==> config.mk <==
export PLATFORM = sky130hd
export DESIGN_NAME = glyph_text_rect_rasterizer
export DESIGN_NICKNAME = d
export VERILOG_FILES = /design/src/rtl/gtr_pkg.sv /design/src/rtl/gtr_ram.sv /design/src/rtl/gtr_geom.sv /design/src/rtl/gtr_emit.sv /design/src/rtl/glyph_text_rect_rasterizer.sv
export SDC_FILE = /design/constraint.sdc
export NUM_CORES = 1
export LEC_CHECK = 0
export BUFFER_PORTS_ARGS = -buffer_cell sky130_fd_sc_hd__buf_2
export CAP_MARGIN = 20
export CORE_AREA = 10 10 271 273
export DETAILED_ROUTE_END_ITERATION = 10
export DIE_AREA = 0 0 281 283
export HOLD_SLACK_MARGIN = 0.15
export PLACE_DENSITY = 0.67
export SLEW_MARGIN = 20
export SYNTH_ARGS = -nofsm -noshare
export SYNTH_HDL_FRONTEND = slang
export SYNTH_MEMORY_MAX_BITS = 65536
export SYNTH_SLANG_ARGS = --single-unit
export TNS_END_PERCENT = 10
==> constraint.sdc <==
create_clock -name i_clk -period 13 [get_ports i_clk]
set_input_delay 1.95 -clock i_clk [delete_from_list [all_inputs] [get_ports i_clk]]
set_output_delay 1.95 -clock i_clk [all_outputs]
set_load 0.02 [all_outputs]
==> src/rtl/gtr_pkg.sv <==
`timescale 1ns / 1ps
`default_nettype none

package gtr_pkg;

    // Field widths of the stream words.
    localparam int COORD_BITS = 12;
    localparam int SCALE_BITS = 8;
    localparam int COLOR_BITS = 16;
    localparam int CODE_BITS  = 8;

    // Coordinates plus a few dot offsets never exceed this width.
    localparam int EXT_BITS = COORD_BITS + 2;

    localparam int IN_TDATA_W  = 2 * COORD_BITS + SCALE_BITS + COLOR_BITS + CODE_BITS;
    localparam int OUT_TDATA_W = 4 * COORD_BITS + COLOR_BITS;

    // Glyph geometry.
    localparam int GLYPH_COLS = 5;
    localparam int GLYPH_ROWS = 7;
    localparam int GLYPH_DOTS = GLYPH_COLS * GLYPH_ROWS;
    localparam int ADVANCE    = 6;
    localparam int POS_BITS   = $clog2(GLYPH_ROWS);

    // Geometry tables: one entry per glyph column or row.
    localparam int GEOM_DEPTH  = 8;
    localparam int GEOM_AW     = $clog2(GEOM_DEPTH);
    localparam int GEOM_DATA_W = 2 * COORD_BITS;

    // Configuration register indexes.
    localparam int CFG_INDEX_W = 2;
    localparam logic [CFG_INDEX_W-1:0] CFG_SCREEN_WIDTH  = 2'd0;
    localparam logic [CFG_INDEX_W-1:0] CFG_SCREEN_HEIGHT = 2'd1;

    localparam logic [COORD_BITS-1:0] SCREEN_WIDTH_RESET  = 12'd480;
    localparam logic [COORD_BITS-1:0] SCREEN_HEIGHT_RESET = 12'd320;

    // Character codes handled by the font.
    localparam logic [CODE_BITS-1:0] CODE_END     = 8'h00;
    localparam logic [CODE_BITS-1:0] LOWER_A      = 8'h61;
    localparam logic [CODE_BITS-1:0] LOWER_Z      = 8'h7A;
    localparam logic [CODE_BITS-1:0] CASE_OFFSET  = 8'h20;

    typedef logic [GLYPH_COLS-1:0][GLYPH_ROWS-1:0] t_glyph;

    typedef enum logic [1:0] {
        G_IDLE,
        G_DECODE,
        G_LOAD,
        G_WAIT
    } t_geom_state;

    typedef enum logic {
        E_IDLE,
        E_SCAN
    } t_emit_state;

    typedef struct packed {
        logic                   en;
        logic [GEOM_AW-1:0]     addr;
        logic [GEOM_DATA_W-1:0] data;
    } t_ram_wr;

    typedef struct packed {
        logic                  start;
        logic [GLYPH_DOTS-1:0] mask;
    } t_emit_cmd;

    // Five column bytes, column 0 first; bit 0 of a byte is the top row.
    function automatic t_glyph glyph_cols(input logic [7:0] c0, input logic [7:0] c1,
                                          input logic [7:0] c2, input logic [7:0] c3,
                                          input logic [7:0] c4);
        glyph_cols = {c4[GLYPH_ROWS-1:0], c3[GLYPH_ROWS-1:0], c2[GLYPH_ROWS-1:0],
                      c1[GLYPH_ROWS-1:0], c0[GLYPH_ROWS-1:0]};
    endfunction

    function automatic t_glyph glyph_lookup(input logic [CODE_BITS-1:0] code);
        logic [CODE_BITS-1:0] c;
        t_glyph               g;
        c = code;
        if (code >= LOWER_A && code <= LOWER_Z) begin
            c = code - CASE_OFFSET;
        end
        case (c)
            8'h41: g = glyph_cols(8'h7E, 8'h11, 8'h11, 8'h11, 8'h7E);  // A
            8'h42: g = glyph_cols(8'h7F, 8'h49, 8'h49, 8'h49, 8'h36);
            8'h43: g = glyph_cols(8'h3E, 8'h41, 8'h41, 8'h41, 8'h22);
            8'h44: g = glyph_cols(8'h7F, 8'h41, 8'h41, 8'h22, 8'h1C);
            8'h45: g = glyph_cols(8'h7F, 8'h49, 8'h49, 8'h49, 8'h41);
            8'h46: g = glyph_cols(8'h7F, 8'h09, 8'h09, 8'h09, 8'h01);
            8'h47: g = glyph_cols(8'h3E, 8'h41, 8'h49, 8'h49, 8'h7A);
            8'h48: g = glyph_cols(8'h7F, 8'h08, 8'h08, 8'h08, 8'h7F);
            8'h49: g = glyph_cols(8'h00, 8'h41, 8'h7F, 8'h41, 8'h00);
            8'h4A: g = glyph_cols(8'h20, 8'h40, 8'h41, 8'h3F, 8'h01);
            8'h4B: g = glyph_cols(8'h7F, 8'h08, 8'h14, 8'h22, 8'h41);
            8'h4C: g = glyph_cols(8'h7F, 8'h40, 8'h40, 8'h40, 8'h40);
            8'h4D: g = glyph_cols(8'h7F, 8'h02, 8'h0C, 8'h02, 8'h7F);
            8'h4E: g = glyph_cols(8'h7F, 8'h04, 8'h08, 8'h10, 8'h7F);
            8'h4F: g = glyph_cols(8'h3E, 8'h41, 8'h41, 8'h41, 8'h3E);
            8'h50: g = glyph_cols(8'h7F, 8'h09, 8'h09, 8'h09, 8'h06);
            8'h51: g = glyph_cols(8'h3E, 8'h41, 8'h51, 8'h21, 8'h5E);
            8'h52: g = glyph_cols(8'h7F, 8'h09, 8'h19, 8'h29, 8'h46);
            8'h53: g = glyph_cols(8'h46, 8'h49, 8'h49, 8'h49, 8'h31);
            8'h54: g = glyph_cols(8'h01, 8'h01, 8'h7F, 8'h01, 8'h01);
            8'h55: g = glyph_cols(8'h3F, 8'h40, 8'h40, 8'h40, 8'h3F);
            8'h56: g = glyph_cols(8'h1F, 8'h20, 8'h40, 8'h20, 8'h1F);
            8'h57: g = glyph_cols(8'h3F, 8'h40, 8'h38, 8'h40, 8'h3F);
            8'h58: g = glyph_cols(8'h63, 8'h14, 8'h08, 8'h14, 8'h63);
            8'h59: g = glyph_cols(8'h07, 8'h08, 8'h70, 8'h08, 8'h07);
            8'h5A: g = glyph_cols(8'h61, 8'h51, 8'h49, 8'h45, 8'h43);  // Z
            8'h30: g = glyph_cols(8'h3E, 8'h51, 8'h49, 8'h45, 8'h3E);  // 0
            8'h31: g = glyph_cols(8'h00, 8'h42, 8'h7F, 8'h40, 8'h00);
            8'h32: g = glyph_cols(8'h42, 8'h61, 8'h51, 8'h49, 8'h46);
            8'h33: g = glyph_cols(8'h21, 8'h41, 8'h45, 8'h4B, 8'h31);
            8'h34: g = glyph_cols(8'h18, 8'h14, 8'h12, 8'h7F, 8'h10);
            8'h35: g = glyph_cols(8'h27, 8'h45, 8'h45, 8'h45, 8'h39);
            8'h36: g = glyph_cols(8'h3C, 8'h4A, 8'h49, 8'h49, 8'h30);
            8'h37: g = glyph_cols(8'h01, 8'h71, 8'h09, 8'h05, 8'h03);
            8'h38: g = glyph_cols(8'h36, 8'h49, 8'h49, 8'h49, 8'h36);
            8'h39: g = glyph_cols(8'h06, 8'h49, 8'h49, 8'h29, 8'h1E);  // 9
            8'h2F: g = glyph_cols(8'h20, 8'h10, 8'h08, 8'h04, 8'h02);  // slash
            8'h2E: g = glyph_cols(8'h00, 8'h00, 8'h60, 8'h00, 8'h00);  // period
            8'h3A: g = glyph_cols(8'h00, 8'h00, 8'h36, 8'h00, 8'h00);  // colon
            8'h2D: g = glyph_cols(8'h00, 8'h00, 8'h08, 8'h00, 8'h00);  // minus
            8'h7C: g = glyph_cols(8'h00, 8'h00, 8'h7F, 8'h00, 8'h00);  // bar
            default: g = '0;
        endcase
        return g;
    endfunction

endpackage

`default_nettype wire

==> src/rtl/gtr_ram.sv <==
`timescale 1ns / 1ps
`default_nettype none

module gtr_ram #(
    parameter int WIDTH = gtr_pkg::GEOM_DATA_W,
    parameter int DEPTH = gtr_pkg::GEOM_DEPTH
) (
    input  wire logic                     i_clk,
    input  wire logic                     i_wr_en,
    input  wire logic [$clog2(DEPTH)-1:0] i_wr_addr,
    input  wire logic [WIDTH-1:0]         i_wr_data,
    input  wire logic [$clog2(DEPTH)-1:0] i_rd_addr,
    output logic      [WIDTH-1:0]         o_rd_data
);

    logic [WIDTH-1:0] r_mem [DEPTH];

    always_ff @(posedge i_clk) begin
        if (i_wr_en) begin
            r_mem[i_wr_addr] <= i_wr_data;
        end
        o_rd_data <= r_mem[i_rd_addr];
    end

endmodule

`default_nettype wire

==> src/rtl/gtr_geom.sv <==
`timescale 1ns / 1ps
`default_nettype none

module gtr_geom (
    input  wire logic                                i_clk,
    input  wire logic                                i_rst_n,
    input  wire logic                                i_s_tvalid,
    output logic                                     o_s_tready,
    input  wire logic [gtr_pkg::IN_TDATA_W-1:0]      i_s_tdata,
    input  wire logic                                i_s_tuser,
    input  wire logic                                i_cfg_valid,
    output logic                                     o_cfg_ready,
    input  wire logic [gtr_pkg::CFG_INDEX_W-1:0]     i_cfg_index,
    input  wire logic [gtr_pkg::COORD_BITS-1:0]      i_cfg_data,
    input  wire logic                                i_emit_busy,
    output gtr_pkg::t_ram_wr                         o_col_wr,
    output gtr_pkg::t_ram_wr                         o_row_wr,
    output gtr_pkg::t_emit_cmd                       o_cmd,
    output logic      [gtr_pkg::COLOR_BITS-1:0]      o_color
);

    localparam int CB = gtr_pkg::COORD_BITS;
    localparam int EB = gtr_pkg::EXT_BITS;
    localparam int SB = gtr_pkg::SCALE_BITS;
    localparam int KB = gtr_pkg::POS_BITS;

    gtr_pkg::t_geom_state r_state, n_state;

    // Latched input word.
    logic                           r_run_start;
    logic [CB-1:0]                  r_start_x;
    logic [CB-1:0]                  r_start_y;
    logic [SB-1:0]                  r_in_scale;
    logic [gtr_pkg::COLOR_BITS-1:0] r_in_color;
    logic [gtr_pkg::CODE_BITS-1:0]  r_code;

    // Run context.
    logic [CB-1:0]                  r_cursor;
    logic [CB-1:0]                  r_line;
    logic [SB-1:0]                  r_scale;
    logic [gtr_pkg::COLOR_BITS-1:0] r_color;
    logic                           r_ended;

    logic [CB-1:0] r_width;
    logic [CB-1:0] r_height;

    gtr_pkg::t_glyph                r_glyph;
    logic [EB-1:0]                  r_xacc;
    logic [EB-1:0]                  r_yacc;
    logic [KB-1:0]                  r_k;
    logic [gtr_pkg::GLYPH_COLS-1:0] r_colvis;
    logic [gtr_pkg::GLYPH_ROWS-1:0] r_rowvis;

    logic [CB-1:0] eff_cursor;
    logic [CB-1:0] eff_line;
    logic [SB-1:0] eff_scale;
    logic          eff_ended;
    logic [EB-1:0] step;
    logic [EB-1:0] sum;
    logic          stop;

    logic          x_vis, y_vis;
    logic [EB-1:0] x1_raw, y1_raw, x1_clip, y1_clip;
    logic          load_last;
    logic [gtr_pkg::GLYPH_ROWS-1:0] rowvis_full;
    logic [gtr_pkg::GLYPH_DOTS-1:0] mask;

    // Decode of the latched item against the run context.
    always_comb begin
        eff_cursor = r_run_start ? r_start_x  : r_cursor;
        eff_line   = r_run_start ? r_start_y  : r_line;
        eff_scale  = r_run_start ? r_in_scale : r_scale;
        eff_ended  = r_run_start ? 1'b0       : r_ended;
        step       = EB'(eff_scale) * EB'(gtr_pkg::ADVANCE);
        sum        = EB'(eff_cursor) + step;
        stop       = (r_code == gtr_pkg::CODE_END) || (sum >= EB'(r_width));
    end

    // Per column / row placement and clipping.
    always_comb begin
        x_vis   = r_xacc < EB'(r_width);
        y_vis   = r_yacc < EB'(r_height);
        x1_raw  = r_xacc + EB'(r_scale) - EB'(1);
        y1_raw  = r_yacc + EB'(r_scale) - EB'(1);
        x1_clip = (x1_raw >= EB'(r_width))  ? EB'(r_width)  - EB'(1) : x1_raw;
        y1_clip = (y1_raw >= EB'(r_height)) ? EB'(r_height) - EB'(1) : y1_raw;
        load_last   = r_k == KB'(gtr_pkg::GLYPH_ROWS - 1);
        rowvis_full = {y_vis, r_rowvis[gtr_pkg::GLYPH_ROWS-2:0]};
        for (int c = 0; c < gtr_pkg::GLYPH_COLS; c++) begin
            for (int r = 0; r < gtr_pkg::GLYPH_ROWS; r++) begin
                mask[c*gtr_pkg::GLYPH_ROWS + r] = r_glyph[c][r] & r_colvis[c] & rowvis_full[r];
            end
        end
    end

    always_comb begin
        n_state = r_state;
        unique case (r_state)
            gtr_pkg::G_IDLE: begin
                if (i_s_tvalid) begin
                    n_state = gtr_pkg::G_DECODE;
                end
            end
            gtr_pkg::G_DECODE: begin
                if (eff_ended || stop || eff_scale == '0) begin
                    n_state = gtr_pkg::G_IDLE;
                end else begin
                    n_state = gtr_pkg::G_LOAD;
                end
            end
            gtr_pkg::G_LOAD: begin
                if (load_last) begin
                    n_state = (mask == '0) ? gtr_pkg::G_IDLE : gtr_pkg::G_WAIT;
                end
            end
            gtr_pkg::G_WAIT: begin
                if (!i_emit_busy) begin
                    n_state = gtr_pkg::G_IDLE;
                end
            end
            default: n_state = gtr_pkg::G_IDLE;
        endcase
    end

    always_comb begin
        o_s_tready     = r_state == gtr_pkg::G_IDLE;
        o_cfg_ready    = 1'b1;
        o_col_wr.en    = (r_state == gtr_pkg::G_LOAD) && (r_k < KB'(gtr_pkg::GLYPH_COLS));
        o_col_wr.addr  = gtr_pkg::GEOM_AW'(r_k);
        o_col_wr.data  = {x1_clip[CB-1:0], r_xacc[CB-1:0]};
        o_row_wr.en    = r_state == gtr_pkg::G_LOAD;
        o_row_wr.addr  = gtr_pkg::GEOM_AW'(r_k);
        o_row_wr.data  = {y1_clip[CB-1:0], r_yacc[CB-1:0]};
        o_cmd.start    = (r_state == gtr_pkg::G_LOAD) && load_last && (mask != '0);
        o_cmd.mask     = mask;
        o_color        = r_color;
    end

    always_ff @(posedge i_clk) begin
        if (!i_rst_n) begin
            r_state  <= gtr_pkg::G_IDLE;
            r_cursor <= '0;
            r_line   <= '0;
            r_scale  <= '0;
            r_color  <= '0;
            r_ended  <= 1'b1;
            r_width  <= gtr_pkg::SCREEN_WIDTH_RESET;
            r_height <= gtr_pkg::SCREEN_HEIGHT_RESET;
        end else begin
            r_state <= n_state;
            if (i_cfg_valid) begin
                unique case (i_cfg_index)
                    gtr_pkg::CFG_SCREEN_WIDTH:  r_width  <= i_cfg_data;
                    gtr_pkg::CFG_SCREEN_HEIGHT: r_height <= i_cfg_data;
                    default: ;
                endcase
            end
            if (r_state == gtr_pkg::G_DECODE) begin
                if (r_run_start) begin
                    r_line   <= r_start_y;
                    r_scale  <= r_in_scale;
                    r_color  <= r_in_color;
                end
                // A start word opens the run before its own character is judged.
                if (!eff_ended) begin
                    r_ended  <= stop;
                    r_cursor <= stop ? eff_cursor : sum[CB-1:0];
                end
            end
        end
    end

    always_ff @(posedge i_clk) begin
        if (o_s_tready && i_s_tvalid) begin
            r_run_start <= i_s_tuser;
            r_start_x   <= i_s_tdata[CB-1:0];
            r_start_y   <= i_s_tdata[2*CB-1:CB];
            r_in_scale  <= i_s_tdata[2*CB+SB-1:2*CB];
            r_in_color  <= i_s_tdata[2*CB+SB+gtr_pkg::COLOR_BITS-1:2*CB+SB];
            r_code      <= i_s_tdata[gtr_pkg::IN_TDATA_W-1:2*CB+SB+gtr_pkg::COLOR_BITS];
        end
        if (r_state == gtr_pkg::G_DECODE) begin
            r_glyph <= gtr_pkg::glyph_lookup(r_code);
            r_xacc  <= EB'(eff_cursor);
            r_yacc  <= EB'(eff_line);
            r_k     <= '0;
        end
        if (r_state == gtr_pkg::G_LOAD) begin
            r_xacc <= r_xacc + EB'(r_scale);
            r_yacc <= r_yacc + EB'(r_scale);
            r_k    <= r_k + KB'(1);
            if (r_k < KB'(gtr_pkg::GLYPH_COLS)) begin
                r_colvis[r_k] <= x_vis;
            end
            r_rowvis[r_k] <= y_vis;
        end
    end

endmodule

`default_nettype wire

==> src/rtl/gtr_emit.sv <==
`timescale 1ns / 1ps
`default_nettype none

module gtr_emit (
    input  wire logic                                i_clk,
    input  wire logic                                i_rst_n,
    input  wire gtr_pkg::t_emit_cmd                  i_cmd,
    input  wire logic [gtr_pkg::COLOR_BITS-1:0]      i_color,
    input  wire logic [gtr_pkg::GEOM_DATA_W-1:0]     i_col_rd_data,
    input  wire logic [gtr_pkg::GEOM_DATA_W-1:0]     i_row_rd_data,
    output logic      [gtr_pkg::GEOM_AW-1:0]         o_col_rd_addr,
    output logic      [gtr_pkg::GEOM_AW-1:0]         o_row_rd_addr,
    output logic                                     o_busy,
    output logic                                     o_m_tvalid,
    input  wire logic                                i_m_tready,
    output logic      [gtr_pkg::OUT_TDATA_W-1:0]     o_m_tdata,
    output logic                                     o_m_tlast
);

    localparam int KB = gtr_pkg::POS_BITS;
    localparam int ND = gtr_pkg::GLYPH_DOTS;

    gtr_pkg::t_emit_state r_state, n_state;

    logic [KB-1:0] r_col, n_col;
    logic [KB-1:0] r_row, n_row;
    logic [ND-1:0] r_rem;
    logic          r_valid;
    logic          adv;
    logic          tail_zero;

    // The RAM output always belongs to the dot at r_col/r_row, so the read
    // address is the position that will be current after this edge.
    always_comb begin
        adv       = !r_valid || i_m_tready;
        tail_zero = r_rem[ND-1:1] == '0;
        n_col     = '0;
        n_row     = '0;
        if (r_state == gtr_pkg::E_SCAN) begin
            if (!adv) begin
                n_col = r_col;
                n_row = r_row;
            end else if (!tail_zero) begin
                if (r_row == KB'(gtr_pkg::GLYPH_ROWS - 1)) begin
                    n_col = r_col + KB'(1);
                end else begin
                    n_col = r_col;
                    n_row = r_row + KB'(1);
                end
            end
        end
    end

    always_comb begin
        n_state = r_state;
        unique case (r_state)
            gtr_pkg::E_IDLE: begin
                if (i_cmd.start) begin
                    n_state = gtr_pkg::E_SCAN;
                end
            end
            gtr_pkg::E_SCAN: begin
                if (adv && tail_zero) begin
                    n_state = gtr_pkg::E_IDLE;
                end
            end
            default: n_state = gtr_pkg::E_IDLE;
        endcase
    end

    always_comb begin
        o_busy        = r_state == gtr_pkg::E_SCAN;
        o_col_rd_addr = gtr_pkg::GEOM_AW'(n_col);
        o_row_rd_addr = gtr_pkg::GEOM_AW'(n_row);
        o_m_tvalid    = r_valid;
    end

    always_ff @(posedge i_clk) begin
        if (!i_rst_n) begin
            r_state <= gtr_pkg::E_IDLE;
            r_col   <= '0;
            r_row   <= '0;
            r_valid <= 1'b0;
        end else begin
            r_state <= n_state;
            r_col   <= n_col;
            r_row   <= n_row;
            if (r_state == gtr_pkg::E_SCAN && adv) begin
                r_valid <= r_rem[0];
            end else if (i_m_tready) begin
                r_valid <= 1'b0;
            end
        end
    end

    always_ff @(posedge i_clk) begin
        if (r_state == gtr_pkg::E_IDLE && i_cmd.start) begin
            r_rem <= i_cmd.mask;
        end else if (r_state == gtr_pkg::E_SCAN && adv) begin
            r_rem <= r_rem >> 1;
        end
        if (r_state == gtr_pkg::E_SCAN && adv && r_rem[0]) begin
            o_m_tdata <= {i_color,
                          i_row_rd_data[gtr_pkg::GEOM_DATA_W-1:gtr_pkg::COORD_BITS],
                          i_col_rd_data[gtr_pkg::GEOM_DATA_W-1:gtr_pkg::COORD_BITS],
                          i_row_rd_data[gtr_pkg::COORD_BITS-1:0],
                          i_col_rd_data[gtr_pkg::COORD_BITS-1:0]};
            o_m_tlast <= tail_zero;
        end
    end

endmodule

`default_nettype wire

==> src/rtl/glyph_text_rect_rasterizer.sv <==
// Text rasterizer with a built-in 5x7 font. Each input word carries one
// character; a word with tuser set first latches the start position, dot
// scale and color of a new run. Each set dot on the screen leaves as one
// output word: an inclusive window x0,y0,x1,y1 of scale by scale pixels,
// clipped to the screen, with the run color, and tlast on the last window of
// the character. Dots go out column by column, top to bottom in a column.
// Lowercase letters fold to uppercase; codes without a glyph draw nothing
// but still advance the cursor by six dots. A zero code, or a character
// whose cell would reach the right screen edge, ends the run, and words
// without tuser are dropped until the next start. The screen size is set
// through the configuration port (index 0 width, index 1 height, reset
// 480 by 320) and may only be written while the block is idle.
// Timing: one word is in work at a time. A word that is dropped, ends the
// run or has a zero scale goes from decode straight back to idle. Any other
// character is decoded and then has its seven rows and five columns placed
// into the geometry tables; one that then has no visible dot goes back to
// idle. One that draws scans one dot position per cycle while the output is
// not stalled, up to the last drawn dot (at most 35 positions), then hands
// back to the decoder, which takes the next word. The dot scan reads each
// geometry table through its single read port; a stalled output holds the
// scan in place, and a finished window can wait in the output register
// while the next word is accepted.
`timescale 1ns / 1ps
`default_nettype none

module glyph_text_rect_rasterizer (
    input  wire logic                                i_clk,
    input  wire logic                                i_rst_n,
    // Slave side.
    input  wire logic                                i_s_tvalid,
    output logic                                     o_s_tready,
    // tdata, lowest bit first: start_x[11:0], start_y[23:12],
    // text_scale[31:24], text_color[47:32], char_code[55:48].
    input  wire logic [gtr_pkg::IN_TDATA_W-1:0]      i_s_tdata,
    // tuser: run_start.
    input  wire logic                                i_s_tuser,
    // Master side.
    output logic                                     o_m_tvalid,
    input  wire logic                                i_m_tready,
    // tdata, lowest bit first: rect_x0[11:0], rect_y0[23:12],
    // rect_x1[35:24], rect_y1[47:36], rect_color[63:48].
    output logic      [gtr_pkg::OUT_TDATA_W-1:0]     o_m_tdata,
    // tlast: last_of_char.
    output logic                                     o_m_tlast,
    // Configuration write channel.
    input  wire logic                                i_cfg_valid,
    output logic                                     o_cfg_ready,
    input  wire logic [gtr_pkg::CFG_INDEX_W-1:0]     i_cfg_index,
    input  wire logic [gtr_pkg::COORD_BITS-1:0]      i_cfg_data
);

    gtr_pkg::t_ram_wr   col_wr;
    gtr_pkg::t_ram_wr   row_wr;
    gtr_pkg::t_emit_cmd cmd;

    logic [gtr_pkg::COLOR_BITS-1:0]  color;
    logic                            emit_busy;
    logic [gtr_pkg::GEOM_AW-1:0]     col_rd_addr;
    logic [gtr_pkg::GEOM_AW-1:0]     row_rd_addr;
    logic [gtr_pkg::GEOM_DATA_W-1:0] col_rd_data;
    logic [gtr_pkg::GEOM_DATA_W-1:0] row_rd_data;

    // Decode, run context and per-column / per-row placement.
    gtr_geom u_geom (
        .i_clk       (i_clk),
        .i_rst_n     (i_rst_n),
        .i_s_tvalid  (i_s_tvalid),
        .o_s_tready  (o_s_tready),
        .i_s_tdata   (i_s_tdata),
        .i_s_tuser   (i_s_tuser),
        .i_cfg_valid (i_cfg_valid),
        .o_cfg_ready (o_cfg_ready),
        .i_cfg_index (i_cfg_index),
        .i_cfg_data  (i_cfg_data),
        .i_emit_busy (emit_busy),
        .o_col_wr    (col_wr),
        .o_row_wr    (row_wr),
        .o_cmd       (cmd),
        .o_color     (color)
    );

    // Column table: clipped x0 and x1 of each glyph column.
    gtr_ram #(
        .WIDTH (gtr_pkg::GEOM_DATA_W),
        .DEPTH (gtr_pkg::GEOM_DEPTH)
    ) u_col_ram (
        .i_clk     (i_clk),
        .i_wr_en   (col_wr.en),
        .i_wr_addr (col_wr.addr),
        .i_wr_data (col_wr.data),
        .i_rd_addr (col_rd_addr),
        .o_rd_data (col_rd_data)
    );

    // Row table: clipped y0 and y1 of each glyph row.
    gtr_ram #(
        .WIDTH (gtr_pkg::GEOM_DATA_W),
        .DEPTH (gtr_pkg::GEOM_DEPTH)
    ) u_row_ram (
        .i_clk     (i_clk),
        .i_wr_en   (row_wr.en),
        .i_wr_addr (row_wr.addr),
        .i_wr_data (row_wr.data),
        .i_rd_addr (row_rd_addr),
        .o_rd_data (row_rd_data)
    );

    // Dot scan and output register.
    gtr_emit u_emit (
        .i_clk         (i_clk),
        .i_rst_n       (i_rst_n),
        .i_cmd         (cmd),
        .i_color       (color),
        .i_col_rd_data (col_rd_data),
        .i_row_rd_data (row_rd_data),
        .o_col_rd_addr (col_rd_addr),
        .o_row_rd_addr (row_rd_addr),
        .o_busy        (emit_busy),
        .o_m_tvalid    (o_m_tvalid),
        .i_m_tready    (i_m_tready),
        .o_m_tdata     (o_m_tdata),
        .o_m_tlast     (o_m_tlast)
    );

endmodule

`default_nettype wire

==> summary.txt, run 1 <==
DRC: 0
Final period util: 46.03%
Crit-path max cell delay: 0.69 ns
CP Max Fanout: 40
Reg2reg end: u_geom.r_cursor[10]
Fillers: 5463
Worst path required time: 13.52 ns
Synth Register Bits: 749
DR iter-0 viols: 1902
Ys flop type: edfxtp_1
Setup TNS: 0 ns
Total routed wirelength: 82.75 mm
R2R depth: 24
Outcome: completed
Largest area contributor in the netlist: edfxtp_1
P_int: 4.352 mW
Slowest-stage cell, CP: o211a_1
Syn Std Cell Area: 0.03379 mm²
Post-CTS resize count: 0
CTS Buffer Depth: 3
Reg-to-reg slack, setup: 7.02 ns
Number of global-route vias before repair: 21660
Die area: 0.07952 mm²
Global-route wire length before repair: 127.2 mm
Comb power frac: 12.8%
Switching Share: 25.59%
RSZ-0062 raised after global routing: no
Max-cap violations: 0
Largest net degree at the start of global routing: 67
First-pass DRT Iterations: 6
TritonCTS Buffers: 77
Yosys cell types: 93
Die height: 283 µm
Nets: 2977
WL/cell: 22.23 µm
Initial Util: 49.61%
Peak VDD IR: 0.1160 mV
Io pins: 144
Hold Path Cell Cnt: 0
Via count: 21710
Setup Viol. Count Final: 0
Fmax: 167.1 MHz
CTS tree: yes
Gpl congestion: 0.9130
Register area share after synthesis: 62.69%
Main area contributors after synthesis: edfxtp_1 55%, dfxtp_1 7.8%, ha_1 4.5%, nand2_1 3.5%, mux4_2 3.2%
Area fraction of the dominant cell type after synthesis: 54.93%
Area growth syn-to-layout: 13.47%
Seq pwr share: 48.6%
Hold_sp: u_row_ram.o_rd_data[22]
Most numerous cell in the Yosys netlist: edfxtp_1
Synth Instances: 2584
Worst Hold Slack: 0.3986 ns
Antenna violations before repair: 7
Die X: 281 µm
GR Util All Layers: 20.39%
Cts-stage hold buffer count: 0
Max-slew violations: 0
Net Sw Power: 1.497 mW
Hold Crit Endpoint: u_emit.o_m_tdata[46]
Critical Path, Cell by Cell: buf_4, mux2i_1, inv_1, ha_1, fa_1, a21oi_1, nor2_1, nor2_1, xnor2_1, ha_1, a21o_1, a31oi_1, o21ai_0, a31oi_1, xnor2_1, ha_1, nand2_1, nor2_1, nand2_1, o21ai_0, a2111oi_0, o211a_1, nor2_1, a311o_1
Static Leak: 13.84 nW
Rows: 96
Post-CTS Setup Inserts: 0
H-tree depth: 3
Async S/R FF share, synth: 0%
Share of cells above drive strength 1: 17.89%
Clk root buf: clkbuf_16
Later-pin clock latency in the skew report: 0.63 ns
Hold Fails Final Rpt: 0
Clock-pin slew on the worst setup and hold paths: 0.07 ns
PD cells: 152.6 mW/mm²
Type of the worst setup path: flop to flop
Crit start category: flop
Clock Power Share: 38.6%
Worst Skew: 0.02762 ns
Final Critical Period: 5.983 ns
Antenna Violating Nets Remaining: 0
Crit path capture type: flop
R2r startpoint: u_geom.r_run_start
Clock sinks: 749
Slew headroom: 32.64%
Cell repeated most along the worst path: nor2_1
Critical Path AT: 6.50 ns
HP Class: flop to flop
Syn Area/Cell: 13.08 µm²
GR Overflow Total: 0
Post-DP HPWL: 55.14 mm
DR vias/cell: 5.831
EDFF count, synth: 618
Worst slew pin tran: 1.003 ns
Synth warn: 0
Most frequent cells after synthesis: 618 x edfxtp_1, 318 x nand2_1, 163 x a21oi_1, 131 x dfxtp_1, 122 x ha_1
Core area: 0.06811 mm²
Port Buffers: 142
-- metrics by stage --
step	total power, mW	std cells	instance area, µm²	setup slack (ns)	util, %
floorplan	3.391	2655	34050	7.297	-
global placement	3.606	3577	35680	7.108	52.39
detailed placement	3.630	3577	35690	7.028	52.40
CTS	5.888	3720	38310	7.001	56.25
global route	6.083	3721	38330	6.416	56.28
finish	5.849	3723	38340	7.017	56.29
-- worst max path at each step --
stage	from	to	slack (ns)	cells after the start
6_report	u_geom.r_run_start	u_geom.r_cursor[10]	7.02	24
5_1_grt	u_geom.r_run_start	u_geom.r_cursor[10]	6.42	24
4_1_cts	u_geom.r_run_start	u_geom.r_cursor[10]	7.00	24
3_5_place_dp	u_geom.r_run_start	u_geom.r_cursor[10]	7.03	24
3_3_place_gp	u_geom.r_run_start	u_geom.r_cursor[10]	7.11	25
2_1_floorplan	u_geom.r_run_start	u_geom.r_ended	7.30	27
-- metal layers --
layer  routed length (µm)  global-route usage [%]  vias to the layer above
li1                     -                       -                    10070
met1                38240                   29.38                    10810
met2                37630                   31.57                      696
met3                 5331                   3.436                      131
met4                 1511                   5.391                        8
met5                   45                       0                        -
-- power groups by stage --
stage          logic [mW]  clock network (mW)  registers, mW
2_1_floorplan       0.540                   0           2.85
3_3_place_gp        0.719                   0           2.89
3_5_place_dp        0.736                   0           2.89
4_1_cts             0.741                2.30           2.84
5_1_grt             0.826                2.40           2.85
6_report            0.748                2.26           2.84
-- flip-flops by register name (all words and copies together) (netlist names), 24 cells and up --
register and cells:
u_col_ram.o_rd_data 24, u_col_ram.r_mem 192, u_emit.o_m_tdata 64, u_emit.r_rem 35
u_geom.r_glyph 35, u_row_ram.o_rd_data 24, u_row_ram.r_mem 192
-- kinds of logic (layout without fill, tap and decap cells) --
kind of cell	Yosys count	in the layout	share of synthesized area (%)
xor+xnor	71	71	1.841
buf+inv	215	399	2.533
simple gates	708	708	9.714
mux	220	220	8.714
fa+ha+maj	126	126	4.755
flops	749	749	62.69
compound gates	493	493	9.732
other cells	2	75	0.02223
-- critical path: cells and delay by family (launching register included) --
family | cells | cell delay, ns
AOI/OAI and AO/OA | 9 | 2.61
adders and majority gates | 4 | 1.18
buffers and inverters | 2 | 0.57
and+or+nand+nor | 6 | 0.53
xor gates and xnor gates | 2 | 0.35
DFF | 1 | 0.32
muxes | 1 | 0.30
-- cells in the final DEF, fill, tap and decap left out, types with 18 or more instances in the layout --
cell type and count:
mux2_2 78, ha_1 122, o21ai_0 83, xor2_1 21, conb_1 73, mux4_2 48, a31o_2 28, inv_1 73
a21oi_1 163, and3_1 40, nand3_1 91, o211ai_1 18, nor2_1 99, buf_4 37, clkbuf_16 79, xnor2_1 49
dfxtp_1 131, mux2i_1 83, edfxtp_1 618, nor4_1 18, buf_2 142, nand2_1 318, a21o_1 30, nor3_1 27
a221oi_1 27
-- layout make-up --
class                           count  area, µm²  share of cell area, %
Clock inverter                     39      452.9                  1.182
Inverter                           76      285.3                 0.7442
Sequential cell                   749      21180                  55.25
Multi-Input combinational cell   1691      12130                  31.64
Antenna cell                        2      5.005                0.01306
Timing Repair Buffer              180       1008                  2.631
Clock buffer                      104       2171                  5.663
Tap cell                          882       1104                  2.879
Note: power is estimated with default switching activity, not from simulation.
==> run 2: changes to the inputs <==
- clock period: 13 -> 5.7 ns (I/O delays scaled with it)
==> run 2 against run 1 <==
Worst setup slack got worse by 6.6 ns; sequential share of layout area decreased by 0.072 points; non-clock buffer count increased by 7; sequential power increased by 130%; global-route usage increased by 0.75 points; critical path depth increased by 1; clock power increased by 130%; largest power group unchanged.
==> summary.txt, run 2 (same netlist as run 1, synthesis figures left out) <==
Slowest-stage cell, CP: edfxtp_1
Hold Fails Final Rpt: 0
Crit path capture type: flop
DP Worst Slack: 0.4074 ns
Port Buffers: 142
GR Overflow Total: 0
Largest regs: u_col_ram.r_mem (192), u_row_ram.r_mem (192), u_emit.o_m_tdata (64)
Nets: 2985
Clk root buf: clkbuf_16
Fmax: 188.4 MHz
DR iter-0 viols: 2077
PD cells: 347.4 mW/mm²
Core area: 0.06811 mm²
DRC: 0
CTS Buffer Depth: 3
Die height: 283 µm
Share of cells above drive strength 1: 18.19%
RSZ-0062 raised after global routing: no
Outcome: completed
Number of global-route vias before repair: 21610
Post-CTS Setup Inserts: 0
Fin worst setup slack: 0.3923 ns
Later-pin clock latency in the skew report: 0.64 ns
Die X: 281 µm
Most common cell after layout, fill and taps aside: edfxtp_1
WL/cell: 23.03 µm
Antenna violations before repair: 6
Fillers: 5497
TritonCTS Buffers: 78
Most frequent cells in the layout: 618 x edfxtp_1, 318 x nand2_1, 163 x a21oi_1, 142 x buf_2, 131 x dfxtp_1
DR vias/cell: 5.871
Worst Skew: 0.02716 ns
Crit-path max cell delay: 0.47 ns
Antenna Violating Nets Remaining: 0
Crit start category: flop
Clock-pin slew on the worst setup and hold paths: 0.06 ns
Setup TNS: 0 ns
H-tree depth: 3
First-pass DRT Iterations: 6
Die area: 0.07952 mm²
Type of the worst setup path: flop to flop
Area growth syn-to-layout: 13.61%
Setup Viol. Count Final: 0
Via count: 21900
Worst slew pin tran: 1.032 ns
CTS tree: yes
Cts-stage hold buffer count: 0
HP Class: flop to flop
Global-route wire length before repair: 130.4 mm
Critical Path AT: 5.82 ns
Multi-input gate area: 0.01213 mm²
Cell repeated most along the worst path: a21oi_1
Final Critical Period: 5.308 ns
Largest net degree at the start of global routing: 61
Gpl congestion: 0.9301
GR Util All Layers: 21.14%
Slew headroom: 31.04%
Max-cap violations: 0
Worst Hold Slack: 0.3959 ns
Post-DP HPWL: 57.24 mm
Io pins: 144
Total routed wirelength: 85.94 mm
Final period util: 93.12%
Worst path required time: 6.21 ns
CP Max Fanout: 12
Clock sinks: 749
Static Leak: 13.88 nW
Max-slew violations: 0
Rows: 96
Peak VDD IR: 0.2308 mV
Reg area: 0.02118 mm²
Initial Util: 49.61%
## run 2: cell count changes in the layout (fill, tap and decap cells not counted), moves of 2 or more
cell,before,now
clkbuf_8,10,12
buf_4,37,43
clkinv_1,10,8
clkinv_2,12,15
inv_6,2,4
## run 2: cell type report
type / count / share of cell area (%)
repair buffers: 187 / 2.797
clock buffers: 104 / 5.652
diodes: 1 / 0.006519
inverters: 76 / 0.7432
flip-flops and latches: 749 / 55.18
well taps: 882 / 2.875
clock inverters: 41 / 1.151
multi-input cells: 1691 / 31.60
## run 2: repair_timing
item | 4_1_cts | 5_1_grt
hold endpoints to repair | 0 | 0
gates resized for setup | 0 | 2
setup endpoints to repair | 0 | 6
## run 2: through the flow
stage / instance area (µm²) / total power [mW] / utilization (%) / std cells
floorplan: 34050 / 7.733 / - / 2655
global placement: 35770 / 8.262 / 52.52 / 3585
detailed placement: 35770 / 8.313 / 52.52 / 3585
CTS: 38380 / 13.43 / 56.36 / 3730
global route: 38390 / 13.88 / 56.36 / 3731
finish: 38390 / 13.34 / 56.36 / 3731
## run 2: critical path: cells and delay by family, from the launching register on
kind	cells	cell delay, ns
buf+inv	2	0.33
simple gates	5	0.33
compound gates	12	2.50
mux	1	0.29
flops	1	0.47
xor+xnor	2	0.38
fa+ha+maj	3	0.88
## run 2: power by group
group	total [mW]	internal (mW)	switching [mW]	leakage [nW]
clock network	5.11	2.98	2.13	1.28
logic	1.74	0.632	1.11	5.84
registers	6.49	6.29	0.204	6.76
total	13.3	9.90	3.43	13.9
## run 2: routing by layer
metal	part of all wire, %	vias to the layer above	GRT usage [%]
li1	-	10090	-
met3	7.4	148	4.365
met4	2.2	10	5.928
met5	0.063	-	0
met1	45	10850	29.66
met2	46	802	32.90
## run 2: final timing paths
check | startpoint | to | slack [ns] | cells past startpoint
min | u_row_ram.o_rd_data[21] | u_emit.o_m_tdata[45] | 0.40 | 0
max reg2reg | u_geom.r_run_start | u_geom.r_cursor[10] | 0.39 | 25
max | u_geom.r_run_start | u_geom.r_cursor[10] | 0.39 | 25
min reg2reg | u_row_ram.o_rd_data[21] | u_emit.o_m_tdata[45] | 0.40 | 0
